[src/ble_pkg.sv]
// Shared widths, codes and control structs for the breathing LED envelope.
// No dependencies; every other file of the block refers to it by scoped names.
`default_nettype none

package ble_pkg;

   localparam int unsigned PERIOD_W   = 16;
   localparam int unsigned LEVEL_W    = 17;
   localparam int unsigned TOTAL_W    = 32;
   localparam int unsigned BEAT_W     = 16;
   localparam int unsigned CHAN_W     = 8;
   localparam int unsigned CSR_IDX_W  = 2;
   localparam int unsigned CSR_DATA_W = 17;

   // milliseconds per beat
   localparam int unsigned BEAT_MS = 10;

   // shared divider: 34-bit dividend, 17-bit divisor, one quotient bit a cycle
   localparam int unsigned DIV_W     = 34;
   localparam int unsigned DSR_W     = 17;
   localparam int unsigned DIV_STEPS = DIV_W;
   localparam int unsigned CNT_W     = $clog2(DIV_STEPS + 1);

   localparam logic [LEVEL_W-1:0] Q_ONE      = 17'd65536;
   localparam logic [15:0]        ROUND_HALF = 16'd32768;

   localparam logic OP_TICK  = 1'b0;
   localparam logic OP_PIXEL = 1'b1;

   localparam logic [CSR_IDX_W-1:0] REG_PERIOD_MS = 2'd0;
   localparam logic [CSR_IDX_W-1:0] REG_MIN_LEVEL = 2'd1;

   typedef enum logic [3:0] {
      ST_IDLE  = 4'b0001,
      ST_PHASE = 4'b0010,
      ST_TRI   = 4'b0100,
      ST_GAIN  = 4'b1000
   } state_type;

   typedef struct packed {
      logic load_phase;
      logic load_tri;
      logic div_step;
      logic load_gain;
      logic tick_add;
      logic pixel_load;
      logic csr_write;
   } cmd_type;

   typedef struct packed {
      logic period_zero;
   } sts_type;

endpackage

`default_nettype wire

[src/ble_req_if.sv]
// Input channel of the envelope: valid/ready plus one tick or pixel word.
// Depends on ble_pkg for field widths.
`default_nettype none

interface ble_req_if;
   logic                          valid;
   logic                          ready;
   logic                          opcode;
   logic [ble_pkg::BEAT_W-1:0]    beat_count;
   logic [ble_pkg::CHAN_W-1:0]    red_in;
   logic [ble_pkg::CHAN_W-1:0]    green_in;
   logic [ble_pkg::CHAN_W-1:0]    blue_in;
   logic [ble_pkg::CHAN_W-1:0]    white_in;

   modport source (output valid, opcode, beat_count, red_in, green_in, blue_in, white_in,
                   input ready);
   modport sink   (input valid, opcode, beat_count, red_in, green_in, blue_in, white_in,
                   output ready);
endinterface

`default_nettype wire

[src/ble_rsp_if.sv]
// Result channel of the envelope: valid/ready plus one scaled RGBW word.
// Depends on ble_pkg for field widths.
`default_nettype none

interface ble_rsp_if;
   logic                       valid;
   logic                       ready;
   logic [ble_pkg::CHAN_W-1:0] red_out;
   logic [ble_pkg::CHAN_W-1:0] green_out;
   logic [ble_pkg::CHAN_W-1:0] blue_out;
   logic [ble_pkg::CHAN_W-1:0] white_out;

   modport source (output valid, red_out, green_out, blue_out, white_out, input ready);
   modport sink   (input valid, red_out, green_out, blue_out, white_out, output ready);
endinterface

`default_nettype wire

[src/ble_csr_if.sv]
// Register write channel of the envelope: valid/ready, register index, data.
// Depends on ble_pkg for field widths.
`default_nettype none

interface ble_csr_if;
   logic                           valid;
   logic                           ready;
   logic [ble_pkg::CSR_IDX_W-1:0]  index;
   logic [ble_pkg::CSR_DATA_W-1:0] data;

   modport source (output valid, index, data, input ready);
   modport sink   (input valid, index, data, output ready);
endinterface

`default_nettype wire

[src/breathing_led_envelope.sv]
// Top level of the breathing LED envelope: controller plus datapath.
// Depends on ble_pkg, ble_req_if, ble_rsp_if, ble_csr_if, ble_ctrl, ble_datapath.
//
//   channel   dir  word
//   req_chan  in   opcode, beat_count, red_in, green_in, blue_in, white_in
//   rsp_chan  out  red_out, green_out, blue_out, white_out
//   csr_chan  in   index (0 period_ms, 1 min_level), data
//
// A pixel word is scaled into the result register; pixels stream one per cycle unless a
// result is held or a recompute runs. A tick, a register write and reset each start a
// gain recompute with req_chan.ready low: phase load, 34 divider steps, triangle load,
// 34 divider steps, a turnaround and the gain multiply (only the multiply with a zero period).
// A register write during a recompute forces another pass once it ends.
// A held result blocks the next word of either kind; csr_chan is always ready.
`default_nettype none

module breathing_led_envelope (
   input wire logic  clock,
   input wire logic  reset,
   ble_req_if.sink   req_chan,
   ble_rsp_if.source rsp_chan,
   ble_csr_if.sink   csr_chan
);

   ble_pkg::cmd_type cmd;
   ble_pkg::sts_type sts;

   ble_ctrl u_ctrl (
      .clock      (clock),
      .reset      (reset),
      .req_valid  (req_chan.valid),
      .req_opcode (req_chan.opcode),
      .req_ready  (req_chan.ready),
      .rsp_valid  (rsp_chan.valid),
      .rsp_ready  (rsp_chan.ready),
      .csr_valid  (csr_chan.valid),
      .csr_ready  (csr_chan.ready),
      .sts        (sts),
      .cmd        (cmd)
   );

   ble_datapath u_datapath (
      .clock      (clock),
      .reset      (reset),
      .cmd        (cmd),
      .sts        (sts),
      .beat_count (req_chan.beat_count),
      .red_in     (req_chan.red_in),
      .green_in   (req_chan.green_in),
      .blue_in    (req_chan.blue_in),
      .white_in   (req_chan.white_in),
      .csr_index  (csr_chan.index),
      .csr_data   (csr_chan.data),
      .red_out    (rsp_chan.red_out),
      .green_out  (rsp_chan.green_out),
      .blue_out   (rsp_chan.blue_out),
      .white_out  (rsp_chan.white_out)
   );

   // a result appears only after a pixel word was taken
   assert property (@(posedge clock) disable iff (reset)
      $rose(rsp_chan.valid) |->
         $past(req_chan.valid && req_chan.ready && (req_chan.opcode == ble_pkg::OP_PIXEL)))
      else $error("result without accepted pixel");

   // a tick invalidates the gain, so input must stall next cycle
   assert property (@(posedge clock) disable iff (reset)
      (req_chan.valid && req_chan.ready && (req_chan.opcode == ble_pkg::OP_TICK))
         |=> !req_chan.ready)
      else $error("input taken while gain stale");

   // divider and gain commands never overlap
   assert property (@(posedge clock) disable iff (reset)
      $onehot0({cmd.load_phase, cmd.load_tri, cmd.div_step, cmd.load_gain}))
      else $error("conflicting datapath commands");

endmodule

`default_nettype wire

[src/ble_datapath.sv]
// Datapath: registers, beat total, shared restoring divider, gain and channel scaling.
// Depends on ble_pkg; driven by ble_ctrl through ble_pkg::cmd_type.
`default_nettype none

module ble_datapath (
   input  wire logic                           clock,
   input  wire logic                           reset,
   input  wire ble_pkg::cmd_type               cmd,
   output      ble_pkg::sts_type               sts,
   input  wire logic [ble_pkg::BEAT_W-1:0]     beat_count,
   input  wire logic [ble_pkg::CHAN_W-1:0]     red_in,
   input  wire logic [ble_pkg::CHAN_W-1:0]     green_in,
   input  wire logic [ble_pkg::CHAN_W-1:0]     blue_in,
   input  wire logic [ble_pkg::CHAN_W-1:0]     white_in,
   input  wire logic [ble_pkg::CSR_IDX_W-1:0]  csr_index,
   input  wire logic [ble_pkg::CSR_DATA_W-1:0] csr_data,
   output      logic [ble_pkg::CHAN_W-1:0]     red_out,
   output      logic [ble_pkg::CHAN_W-1:0]     green_out,
   output      logic [ble_pkg::CHAN_W-1:0]     blue_out,
   output      logic [ble_pkg::CHAN_W-1:0]     white_out
);

   logic [ble_pkg::PERIOD_W-1:0] period_ff, period_in;
   logic [ble_pkg::LEVEL_W-1:0]  min_ff, min_in;
   logic [ble_pkg::TOTAL_W-1:0]  total_ff, total_in;
   logic [ble_pkg::DIV_W-1:0]    quo_ff, quo_in;
   logic [ble_pkg::DSR_W-1:0]    rem_ff, rem_in;
   logic [ble_pkg::DSR_W-1:0]    dsr_ff, dsr_in;
   logic [ble_pkg::LEVEL_W-1:0]  gain_ff, gain_in;
   logic [ble_pkg::CHAN_W-1:0]   red_ff, red_in_nx;
   logic [ble_pkg::CHAN_W-1:0]   green_ff, green_in_nx;
   logic [ble_pkg::CHAN_W-1:0]   blue_ff, blue_in_nx;
   logic [ble_pkg::CHAN_W-1:0]   white_ff, white_in_nx;

   logic [ble_pkg::TOTAL_W-1:0]  scaled_time;
   logic [ble_pkg::PERIOD_W-1:0] phase;
   logic [ble_pkg::PERIOD_W-1:0] num;
   logic [ble_pkg::DSR_W:0]      trial;
   logic                         trial_ge;
   logic [ble_pkg::LEVEL_W-1:0]  tri_val;
   logic [ble_pkg::LEVEL_W-1:0]  min_sat;
   logic [ble_pkg::LEVEL_W-1:0]  min_inv;
   logic [34:0]                  gain_sum;

   function automatic logic [ble_pkg::CHAN_W-1:0] scale_chan(
      input logic [ble_pkg::CHAN_W-1:0]  c,
      input logic [ble_pkg::LEVEL_W-1:0] g
   );
      logic [24:0] prod;
      prod = 25'(c) * 25'(g) + 25'(ble_pkg::ROUND_HALF);
      return prod[23:16];
   endfunction

   assign sts.period_zero = (period_ff == '0);

   // t = BEAT_MS * total, wrapped to 32 bits
   assign scaled_time = 32'(total_ff * 32'(ble_pkg::BEAT_MS));

   // fold the phase onto the rising half
   assign phase = rem_ff[ble_pkg::PERIOD_W-1:0];
   assign num   = ({phase, 1'b0} <= {1'b0, period_ff}) ? phase : period_ff - phase;

   assign trial    = {rem_ff, quo_ff[ble_pkg::DIV_W-1]};
   assign trial_ge = trial >= {1'b0, dsr_ff};

   assign tri_val = sts.period_zero ? '0 :
                    (quo_ff > ble_pkg::DIV_W'(ble_pkg::Q_ONE)) ? ble_pkg::Q_ONE :
                    quo_ff[ble_pkg::LEVEL_W-1:0];
   assign min_sat  = (min_ff > ble_pkg::Q_ONE) ? ble_pkg::Q_ONE : min_ff;
   assign min_inv  = ble_pkg::Q_ONE - min_sat;
   assign gain_sum = 35'(tri_val) * 35'(min_inv) + {2'b0, min_sat, 16'b0}
                     + 35'(ble_pkg::ROUND_HALF);

   always_comb begin
      period_in   = period_ff;
      min_in      = min_ff;
      total_in    = total_ff;
      quo_in      = quo_ff;
      rem_in      = rem_ff;
      dsr_in      = dsr_ff;
      gain_in     = gain_ff;
      red_in_nx   = red_ff;
      green_in_nx = green_ff;
      blue_in_nx  = blue_ff;
      white_in_nx = white_ff;

      if (cmd.csr_write) begin
         case (csr_index)
            ble_pkg::REG_PERIOD_MS: period_in = csr_data[ble_pkg::PERIOD_W-1:0];
            ble_pkg::REG_MIN_LEVEL: min_in    = csr_data[ble_pkg::LEVEL_W-1:0];
            default: ;
         endcase
      end

      if (cmd.tick_add && !sts.period_zero) begin
         total_in = total_ff + ble_pkg::TOTAL_W'(beat_count);
      end

      if (cmd.load_phase) begin
         quo_in = ble_pkg::DIV_W'(scaled_time);
         rem_in = '0;
         dsr_in = ble_pkg::DSR_W'(period_ff);
      end else if (cmd.load_tri) begin
         // (4*num*2^16 + p) / (2p)
         quo_in = {num, 18'b0} + ble_pkg::DIV_W'(period_ff);
         rem_in = '0;
         dsr_in = {period_ff, 1'b0};
      end else if (cmd.div_step) begin
         quo_in = {quo_ff[ble_pkg::DIV_W-2:0], trial_ge};
         rem_in = trial_ge ? ble_pkg::DSR_W'(trial - {1'b0, dsr_ff})
                           : trial[ble_pkg::DSR_W-1:0];
      end

      if (cmd.load_gain) begin
         gain_in = gain_sum[32:16];
      end

      if (cmd.pixel_load) begin
         red_in_nx   = scale_chan(red_in, gain_ff);
         green_in_nx = scale_chan(green_in, gain_ff);
         blue_in_nx  = scale_chan(blue_in, gain_ff);
         white_in_nx = scale_chan(white_in, gain_ff);
      end
   end

   always_ff @(posedge clock) begin
      if (reset) begin
         period_ff <= 16'd1000;
         min_ff    <= '0;
         total_ff  <= '0;
      end else begin
         period_ff <= period_in;
         min_ff    <= min_in;
         total_ff  <= total_in;
      end
   end

   always_ff @(posedge clock) begin
      quo_ff   <= quo_in;
      rem_ff   <= rem_in;
      dsr_ff   <= dsr_in;
      gain_ff  <= gain_in;
      red_ff   <= red_in_nx;
      green_ff <= green_in_nx;
      blue_ff  <= blue_in_nx;
      white_ff <= white_in_nx;
   end

   assign red_out   = red_ff;
   assign green_out = green_ff;
   assign blue_out  = blue_ff;
   assign white_out = white_ff;

endmodule

`default_nettype wire

[src/ble_ctrl.sv]
// Controller: handshakes, gain recompute sequence and divider step count.
// Depends on ble_pkg; commands ble_datapath through ble_pkg::cmd_type.
`default_nettype none

module ble_ctrl (
   input  wire logic             clock,
   input  wire logic             reset,
   input  wire logic             req_valid,
   input  wire logic             req_opcode,
   output      logic             req_ready,
   output      logic             rsp_valid,
   input  wire logic             rsp_ready,
   input  wire logic             csr_valid,
   output      logic             csr_ready,
   input  wire ble_pkg::sts_type sts,
   output      ble_pkg::cmd_type cmd
);

   ble_pkg::state_type           state_ff, state_in;
   logic [ble_pkg::CNT_W-1:0]    count_ff, count_in;
   logic                         gain_ok_ff, gain_ok_in;
   logic                         dirty_ff, dirty_in;
   logic                         rsp_valid_ff, rsp_valid_in;

   logic req_fire;
   logic tick_fire;
   logic pixel_fire;
   logic csr_fire;
   logic count_end;

   assign csr_ready  = 1'b1;
   assign csr_fire   = csr_valid;
   assign req_ready  = (state_ff == ble_pkg::ST_IDLE) && gain_ok_ff
                       && (!rsp_valid_ff || rsp_ready);
   assign req_fire   = req_valid && req_ready;
   assign tick_fire  = req_fire && (req_opcode == ble_pkg::OP_TICK);
   assign pixel_fire = req_fire && (req_opcode == ble_pkg::OP_PIXEL);
   assign count_end  = (count_ff == ble_pkg::CNT_W'(ble_pkg::DIV_STEPS));
   assign rsp_valid  = rsp_valid_ff;

   always_comb begin
      state_in     = state_ff;
      count_in     = count_ff;
      dirty_in     = dirty_ff;
      gain_ok_in   = gain_ok_ff;
      rsp_valid_in = pixel_fire ? 1'b1 : (rsp_ready ? 1'b0 : rsp_valid_ff);

      cmd            = '0;
      cmd.csr_write  = csr_fire;
      cmd.tick_add   = tick_fire;
      cmd.pixel_load = pixel_fire;

      case (state_ff)
         ble_pkg::ST_IDLE: begin
            if (!gain_ok_ff) begin
               dirty_in = 1'b0;
               count_in = '0;
               if (sts.period_zero) begin
                  state_in = ble_pkg::ST_GAIN;
               end else begin
                  cmd.load_phase = 1'b1;
                  state_in       = ble_pkg::ST_PHASE;
               end
            end
         end
         ble_pkg::ST_PHASE: begin
            if (count_end) begin
               cmd.load_tri = 1'b1;
               count_in     = '0;
               state_in     = ble_pkg::ST_TRI;
            end else begin
               cmd.div_step = 1'b1;
               count_in     = count_ff + 1'b1;
            end
         end
         ble_pkg::ST_TRI: begin
            if (count_end) begin
               state_in = ble_pkg::ST_GAIN;
            end else begin
               cmd.div_step = 1'b1;
               count_in     = count_ff + 1'b1;
            end
         end
         ble_pkg::ST_GAIN: begin
            cmd.load_gain = 1'b1;
            state_in      = ble_pkg::ST_IDLE;
            // a register write during the sequence forces another pass
            if (!dirty_ff) begin
               gain_ok_in = 1'b1;
            end
         end
         default: begin
            state_in = ble_pkg::ST_IDLE;
         end
      endcase

      if (csr_fire && ((state_ff != ble_pkg::ST_IDLE) || !gain_ok_ff)) begin
         dirty_in = 1'b1;
      end
      if (csr_fire || tick_fire) begin
         gain_ok_in = 1'b0;
      end
   end

   always_ff @(posedge clock) begin
      if (reset) begin
         state_ff     <= ble_pkg::ST_IDLE;
         count_ff     <= '0;
         gain_ok_ff   <= 1'b0;
         dirty_ff     <= 1'b0;
         rsp_valid_ff <= 1'b0;
      end else begin
         state_ff     <= state_in;
         count_ff     <= count_in;
         gain_ok_ff   <= gain_ok_in;
         dirty_ff     <= dirty_in;
         rsp_valid_ff <= rsp_valid_in;
      end
   end

endmodule

`default_nettype wire

[src/flat_wrapper.sv]
// flat-port wrapper written by rule: the top's interface ports become plain ports
module breathing_led_envelope_flat 
  (clock, reset, req_chan_valid, req_chan_opcode, req_chan_beat_count, req_chan_red_in, req_chan_green_in, req_chan_blue_in, req_chan_white_in, req_chan_ready, rsp_chan_valid, rsp_chan_red_out, rsp_chan_green_out, rsp_chan_blue_out, rsp_chan_white_out, rsp_chan_ready, csr_chan_valid, csr_chan_index, csr_chan_data, csr_chan_ready);
  ble_req_if req_chan_i ();
  ble_rsp_if rsp_chan_i ();
  ble_csr_if csr_chan_i ();
  input wire logic clock;
  input wire logic reset;
  input wire logic [$bits(req_chan_i.valid)-1:0] req_chan_valid;
  input wire logic [$bits(req_chan_i.opcode)-1:0] req_chan_opcode;
  input wire logic [$bits(req_chan_i.beat_count)-1:0] req_chan_beat_count;
  input wire logic [$bits(req_chan_i.red_in)-1:0] req_chan_red_in;
  input wire logic [$bits(req_chan_i.green_in)-1:0] req_chan_green_in;
  input wire logic [$bits(req_chan_i.blue_in)-1:0] req_chan_blue_in;
  input wire logic [$bits(req_chan_i.white_in)-1:0] req_chan_white_in;
  output wire logic [$bits(req_chan_i.ready)-1:0] req_chan_ready;
  output wire logic [$bits(rsp_chan_i.valid)-1:0] rsp_chan_valid;
  output wire logic [$bits(rsp_chan_i.red_out)-1:0] rsp_chan_red_out;
  output wire logic [$bits(rsp_chan_i.green_out)-1:0] rsp_chan_green_out;
  output wire logic [$bits(rsp_chan_i.blue_out)-1:0] rsp_chan_blue_out;
  output wire logic [$bits(rsp_chan_i.white_out)-1:0] rsp_chan_white_out;
  input wire logic [$bits(rsp_chan_i.ready)-1:0] rsp_chan_ready;
  input wire logic [$bits(csr_chan_i.valid)-1:0] csr_chan_valid;
  input wire logic [$bits(csr_chan_i.index)-1:0] csr_chan_index;
  input wire logic [$bits(csr_chan_i.data)-1:0] csr_chan_data;
  output wire logic [$bits(csr_chan_i.ready)-1:0] csr_chan_ready;
  assign req_chan_i.valid = req_chan_valid;
  assign req_chan_i.opcode = req_chan_opcode;
  assign req_chan_i.beat_count = req_chan_beat_count;
  assign req_chan_i.red_in = req_chan_red_in;
  assign req_chan_i.green_in = req_chan_green_in;
  assign req_chan_i.blue_in = req_chan_blue_in;
  assign req_chan_i.white_in = req_chan_white_in;
  assign req_chan_ready = req_chan_i.ready;
  assign rsp_chan_valid = rsp_chan_i.valid;
  assign rsp_chan_red_out = rsp_chan_i.red_out;
  assign rsp_chan_green_out = rsp_chan_i.green_out;
  assign rsp_chan_blue_out = rsp_chan_i.blue_out;
  assign rsp_chan_white_out = rsp_chan_i.white_out;
  assign rsp_chan_i.ready = rsp_chan_ready;
  assign csr_chan_i.valid = csr_chan_valid;
  assign csr_chan_i.index = csr_chan_index;
  assign csr_chan_i.data = csr_chan_data;
  assign csr_chan_ready = csr_chan_i.ready;
  breathing_led_envelope u_core (.clock(clock), .reset(reset), .req_chan(req_chan_i), .rsp_chan(rsp_chan_i), .csr_chan(csr_chan_i));
endmodule
[config.mk]
export PLATFORM = sky130hd
export DESIGN_NAME = breathing_led_envelope_flat
export DESIGN_NICKNAME = d
export VERILOG_FILES = /design/src/ble_pkg.sv /design/src/ble_req_if.sv /design/src/ble_rsp_if.sv /design/src/ble_csr_if.sv /design/src/breathing_led_envelope.sv /design/src/ble_datapath.sv /design/src/ble_ctrl.sv /design/src/flat_wrapper.sv
export SDC_FILE = /design/constraint.sdc
export NUM_CORES = 2
export LEC_CHECK = 0
export ABC_CLOCK_PERIOD_IN_PS = 8200
export BUFFER_PORTS_ARGS = -buffer_cell sky130_fd_sc_hd__buf_2
export CAP_MARGIN = 20
export CELL_PAD_IN_SITES_DETAIL_PLACEMENT = 1
export CELL_PAD_IN_SITES_GLOBAL_PLACEMENT = 2
export CORE_AREA = 10 10 331 333
export CTS_BUF_LIST = sky130_fd_sc_hd__clkbuf_16
export CTS_CLUSTER_SIZE = 24
export DETAILED_ROUTE_END_ITERATION = 16
export DIE_AREA = 0 0 341 343
export GPL_ROUTABILITY_DRIVEN = 0
export PLACE_DENSITY_LB_ADDON = 0.25
export SKIP_CTS_REPAIR_TIMING = 1
export SYNTH_ARGS = -nofsm -noshare
export SYNTH_HDL_FRONTEND = slang
export SYNTH_SLANG_ARGS = --single-unit
[constraint.sdc]
create_clock -name clock -period 8.2 [get_ports clock]
set_input_delay 0.82 -clock clock [delete_from_list [all_inputs] [get_ports clock]]
set_output_delay 0.82 -clock clock [all_outputs]
set_load 0.01 [all_outputs]
After elaboration in Yosys (flattened, before gate mapping)
Cells that the tools add are included.
- add/subtract/negate cells: 12
- $mul: 6
- div/mod/pow operators: 0
- magnitude comparators: 4
- eq/ne operators: 12
- shifts and indexed selects: 0
- muxes and demuxes: 32
- bitwise operators: 2
- reduce and logical (&&, ||, !) cells: 30
- operators by type and width (kind ; number):
    adder 24 x 16 -> 24 bit, second input constant ; 4
    multiplier 8 x 17 -> 24 bit ; 4
    2-to-1 mux 17 bit ; 4
    2-to-1 mux 34 bit ; 2
    2-to-1 mux 16 bit ; 3
    adder 34 x 16 -> 34 bit ; 1
    greater-than comparator 34 x 17 -> 1 bit, second input constant ; 1
    adder 33 x 16 -> 33 bit, second input constant ; 1
    adder 33 bit ; 1
    multiplier 17 x 17 -> 33 bit ; 1
    adder 32 x 16 -> 32 bit ; 1
    multiplier 32 x 3 -> 31 bit, second input constant ; 1
    2-to-1 mux 32 bit ; 1
    >= comparator 18 x 17 -> 1 bit ; 1
    2-to-1 mux 6 bit ; 3
    one-hot mux 6 bit (3 select lines) ; 1
    greater-than comparator 17 bit, second input constant ; 1
    less-or-equal comparator 17 x 16 -> 1 bit ; 1
    subtractor 17 bit ; 1
    subtractor 17 bit, first input constant ; 1
    zero test 16 bit ; 1
    2-to-1 mux 4 bit ; 4
    subtractor 16 bit ; 1
    2-to-1 mux 1 bit ; 13
    other kinds (21) ; 45
- register bits after elaboration: 195
- latch bits: 0
- RAM bits: 0
- memory bits (read-only): 0
- memories: 0

Depth between registers and ports, before layout
- depth after elaboration: 7
- depth in mapped cells: 34

Modules after synthesis
A second synthesis with hierarchy kept.
- cell total of the unflattened synthesis: 4352
- area, all modules: 37796.2 sq um
- modules (own cells, without submodules) (module ; instances ; cells each ; area an instance (sq um)):
    ble_datapath ; 1 ; 4264 ; 37026.8
    ble_ctrl ; 1 ; 88 ; 769.5

Least setup slack after synthesis
OpenSTA, ideal clock, no wires.
- path type: reg-to-reg
- start: reg u_core.u_datapath.min_ff[16] (netlist name)
- end: reg u_core.u_datapath.gain_ff[13] (netlist name), data pin
- setup time: 258 ps
- arrival: 8447 ps
- setup slack: -505 ps
- stages on the path, launching flop included: 34
- cell sequence: dfxtp_1 clkbuf_1 clkbuf_1 clkbuf_1 clkbuf_1 nand2b_1 ha_1 clkbuf_1 o21a_1 nor2_1 a311oi_1 clkbuf_1 nor2_1 fa_1 inv_1 fa_1 fa_1 inv_1 fa_1 fa_1 inv_1 fa_1 inv_1 ha_1 o21a_1 o21a_1 o21ai_0 o21ai_0 o2111ai_2 nand2_1 or4_1 a31o_2 a21oi_1 xnor2_1
- cells in the longest elaborated chain, start to end: 6
- ends and longest elaborated chain (item ; RTL line ; RTL):
    from (decl) ; ble_datapath.sv:24 ; logic [ble_pkg::LEVEL_W-1:0] min_ff, min_in;
    from (signal assigned) ; ble_datapath.sv:133 ; min_ff <= min_in;
    greater-than comparator 17 bit ; ble_datapath.sv:69 ; assign min_sat = (min_ff > ble_pkg::Q_ONE) ? ble_pkg::Q_ONE : min_ff;
    2-to-1 mux 17 bit * ; ble_datapath.sv:69 ;
    subtractor 17 bit ; ble_datapath.sv:70 ; assign min_inv = ble_pkg::Q_ONE - min_sat;
    multiplier 17 x 17 -> 33 bit ; ble_datapath.sv:71 ; assign gain_sum = 35'(tri_val) * 35'(min_inv) + {2'b0, min_sat, 16'b0}
    adder 33 bit * ; ble_datapath.sv:71 ;
    adder 33 x 16 -> 33 bit * ; ble_datapath.sv:72 ; + 35'(ble_pkg::ROUND_HALF);
    net u_core.u_datapath.gain_sum[29] ; ble_datapath.sv:43 ; logic [34:0] gain_sum;
    to (signal assigned) ; ble_datapath.sv:142 ; gain_ff <= gain_in;
    to (decl) ; ble_datapath.sv:29 ; logic [ble_pkg::LEVEL_W-1:0] gain_ff, gain_in;
The timed path passes the listed nets; every way through them passes the cells marked *.
A chain may end at the register's enable or synchronous reset.

Worst setup path after layout
- start: reg u_core.u_datapath.min_ff[2] (netlist name)
- end: reg u_core.u_datapath.gain_ff[16] (netlist name), data pin
The elaborated chain is that of the path after synthesis.

==> results.sh <==
export IMPL_outcome="complete, no violations"
export IMPL_synth_mux_area_share_pct=0.678
export IMPL_path_common_cell="fa_1"
export IMPL_firstDrtPassIters=5
export IMPL_slowest_stage="or4_4"
export IMPL_synthFlopType="dfxtp_1"
export IMPL_fin_skew_ns=0.0351
export IMPL_syn_area_um2=37700
export IMPL_synth_top_family_by_area="adder cells"
export IMPL_critPathRequiredTime_ns=8.46
export IMPL_post_route_min_period_ns=8.07
export IMPL_grt_ovfl_total=0
export IMPL_worst_path_max_fanout=8
export IMPL_yosysSeqAreaShare_pct=12.9
export IMPL_max_slew_margin_rel_pct=27.7
export IMPL_nFillCells=12191
export IMPL_synth_xor_area_share_pct=3.02
export IMPL_yosysWarnings=0
export IMPL_grt_pass1_vias=32469
export IMPL_fmax_mhz=124
export IMPL_wl_um=116000
export IMPL_drc=0
export IMPL_syn2layout_area_growth_pct=9.36
export IMPL_grt_max_degree=70
export IMPL_ys_seq_elements=194
export IMPL_die_h_um=343
export IMPL_drtAntennaViolNets=0
export IMPL_cellPowerDensity_nw_per_um2=108
export IMPL_grt_pass1_wl_um=187000
export IMPL_post_route_util_pct=40.0
export IMPL_grt_usage_pct=20.3
export IMPL_drt_iter0_drc=1264
export IMPL_drive_gt1_share_pct=8.04
export IMPL_rows=118
export IMPL_place_hpwl_um=94300
export IMPL_dieArea_um2=117000
export IMPL_avgSynthCellArea_um2=8.64
export IMPL_start_kind="flip-flop"
export IMPL_die_width_um=341
export IMPL_tightestPinTransition_ns=1.08
export IMPL_cts_buffer_depth=2
export IMPL_fin_crit_sh_pct=98.4
export IMPL_hold_viol=0
export IMPL_r2r_slack_ns=0.13
export IMPL_finalSetupViolations=0
export IMPL_synth_cells=4361
export IMPL_syn_nets=5467
export IMPL_seq_area_um2=4850
export IMPL_criticalPathCategory="reg -> reg"
export IMPL_port_buffers=106
export IMPL_async_reset_ff_share_pct=0
export IMPL_placedInstanceArea_um2=40300
export IMPL_hold_path_startpoint="u_core.u_datapath.rem_ff[16]"
export IMPL_max_stage_delay_ns=0.58
export IMPL_vdd_ir_drop_max_mv=0.150
export IMPL_r2r_end="u_core.u_datapath.gain_ff[16]"
export IMPL_holdWs_ns=0.476
export IMPL_synth_enable_flop_cells=96
export IMPL_hold_end="u_core.u_datapath.rem_ff[16]"
export IMPL_cap_violations=0
export IMPL_clock_latency_ns=0.55
export IMPL_p_leak_uw=0.0203
export IMPL_core_um2=103000
export IMPL_multi_input_area_um2=29200
export IMPL_rsz0062_at_grt="yes"
export IMPL_arrival_ns=8.33
export IMPL_via_per_inst=5.04
export IMPL_synth_compound_area_share_pct=8.03
export IMPL_synth_fa_ha_area_share_pct=46.2
export IMPL_antenna_found_initial=5
export IMPL_htree_levels=4
export IMPL_cts_clk_slew_worst_paths_ns=0.10
export IMPL_initial_utilization_pct=36.6
export IMPL_cts_root_buffer="clkbuf_16"
export IMPL_end_kind="flip-flop"
export IMPL_io_pins=108
export IMPL_hold_depth=2
export IMPL_yosysUniqueCellTypes=82
export IMPL_design_area_um2=41200
export IMPL_cts_buffers=17
export IMPL_cts_sinks=194
export IMPL_ff2ff_path_depth=31
export IMPL_r2r_start="u_core.u_datapath.min_ff[2]"
export IMPL_hold_class="reg -> reg"
export IMPL_finalMaxSlewViolations=0
export IMPL_fin_nets=5548
export IMPL_vias=29411
export IMPL_cts_tree="done"
export IMPL_synthSimpleGateAreaFrac_pct=19.1
export IMPL_wire_per_inst_um=19.9
## cells by family (layout without fill, tap and decap cells)
logic type	after synthesis	after routing
adder cells (fa/ha/maj)	1033	1033
flip-flops	194	194
buffers and inverters	1016	1110
XOR/XNOR	130	130
AND/OR/NAND/NOR	1489	1489
other	1	2
AO/OA/AOI/OAI	473	473
multiplexers	25	25
## registers in the layout, indices dropped and copies added (netlist names), 4 cells and up
register,cells
u_core.u_datapath.quo_ff,34
u_core.u_datapath.total_ff,31
u_core.u_datapath.dsr_ff,17
u_core.u_datapath.gain_ff,17
u_core.u_datapath.min_ff,17
u_core.u_datapath.rem_ff,17
u_core.u_datapath.period_ff,16
u_core.u_datapath.blue_out,8
u_core.u_datapath.green_out,8
u_core.u_datapath.red_out,8
u_core.u_datapath.white_out,8
u_core.u_ctrl.count_ff,6
u_core.u_ctrl.state_ff,4
## cell type report
class	count	area share [%]
multi-input cells	3151	70.9
clock inverters	15	0.525
clock buffers	17	1.03
repair buffers	249	3.98
inverters	829	7.55
flip-flops and latches	194	11.8
well taps	1380	4.19
diodes	1	0.00607
## worst max-delay path by stage
| stage | slack, ns | depth (start not counted) | from | end |
|---|---|---|---|---|
| 5_1_grt | -0.18 | 31 | u_core.u_datapath.min_ff[2] | u_core.u_datapath.gain_ff[16] |
| 6_report | 0.13 | 31 | u_core.u_datapath.min_ff[2] | u_core.u_datapath.gain_ff[16] |
| 4_1_cts | -0.05 | 30 | u_core.u_datapath.min_ff[2] | u_core.u_datapath.gain_ff[13] |
| 3_5_place_dp | -0.01 | 30 | u_core.u_datapath.min_ff[2] | u_core.u_datapath.gain_ff[13] |
| 2_1_floorplan | 0.07 | 33 | u_core.u_datapath.min_ff[16] | u_core.u_datapath.gain_ff[13] |
| 3_3_place_gp | 0.02 | 30 | u_core.u_datapath.min_ff[2] | u_core.u_datapath.gain_ff[13] |
## stage by stage
step                      setup slack [ns]  total power, µW  TNS [ns]  instances
after floorplan                     0.0702             2790         0       4361
after global placement              0.0218             3470         0       5795
after detailed placement           -0.0128             3520   -0.0128       5795
after CTS                          -0.0455             4520   -0.0455       5827
after global routing                -0.185             4880    -0.703       5835
final                                0.130             4460         0       5836
## critical path: cells and delay by family, from the launching register on
kind / cells / cell delay, ns
adder cells (fa/ha/maj): 7 / 3.20
AO/OA/AOI/OAI: 6 / 1.07
buffers and inverters: 5 / 0.52
flip-flops: 1 / 0.33
XOR/XNOR: 2 / 0.26
AND/OR/NAND/NOR: 11 / 2.42
## cell usage in the layout (no fill, tap or decap), types with 13 or more instances in the layout
cell,count
o21ai_0,86
a21oi_1,139
nand2_1,586
and2_1,325
o21a_1,29
buf_2,106
buf_4,140
o211ai_1,15
fa_1,589
and3_1,39
a21o_1,51
inv_1,822
ha_1,434
nor3_1,48
xor2_1,41
xnor2_1,89
nand2b_1,30
mux2i_1,21
nor2b_1,33
a31oi_1,30
o22ai_1,13
nand3_1,48
clkbuf_16,17
nand4_1,18
nor4_1,25
nor2_1,251
dfxtp_1,97
edfxtp_1,96
## cell usage after synthesis, drive strengths merged (52+ instances only)
| cell type | instances | area, µm² |
|---|---|---|
| a21oi | 142 | 711 |
| and2 | 330 | 2060 |
| clkbuf | 178 | 668 |
| dfxtp | 98 | 1960 |
| edfxtp | 96 | 2880 |
| fa | 595 | 11900 |
| ha | 438 | 5480 |
| inv | 828 | 3110 |
| nand2 | 590 | 2210 |
| nor2 | 255 | 960 |
| nor3 | 52 | 260 |
| o21ai | 92 | 464 |
| xnor2 | 89 | 780 |
## layer usage
metal	vias to the layer above	wire, µm	GRT usage (%)
li1	13858	-	-
met1	15142	53100	26.4
met2	318	58200	36.3
met3	87	3050	2.23
met4	6	1710	3.75
met5	-	39	0
## power by group
group	leakage [µW]	switching (µW)	internal, µW
Clock	0.000307	534	428
Sequential	0.00172	66.4	1160
Combinational	0.0183	1360	910
(Power assumes the default switching activity.)
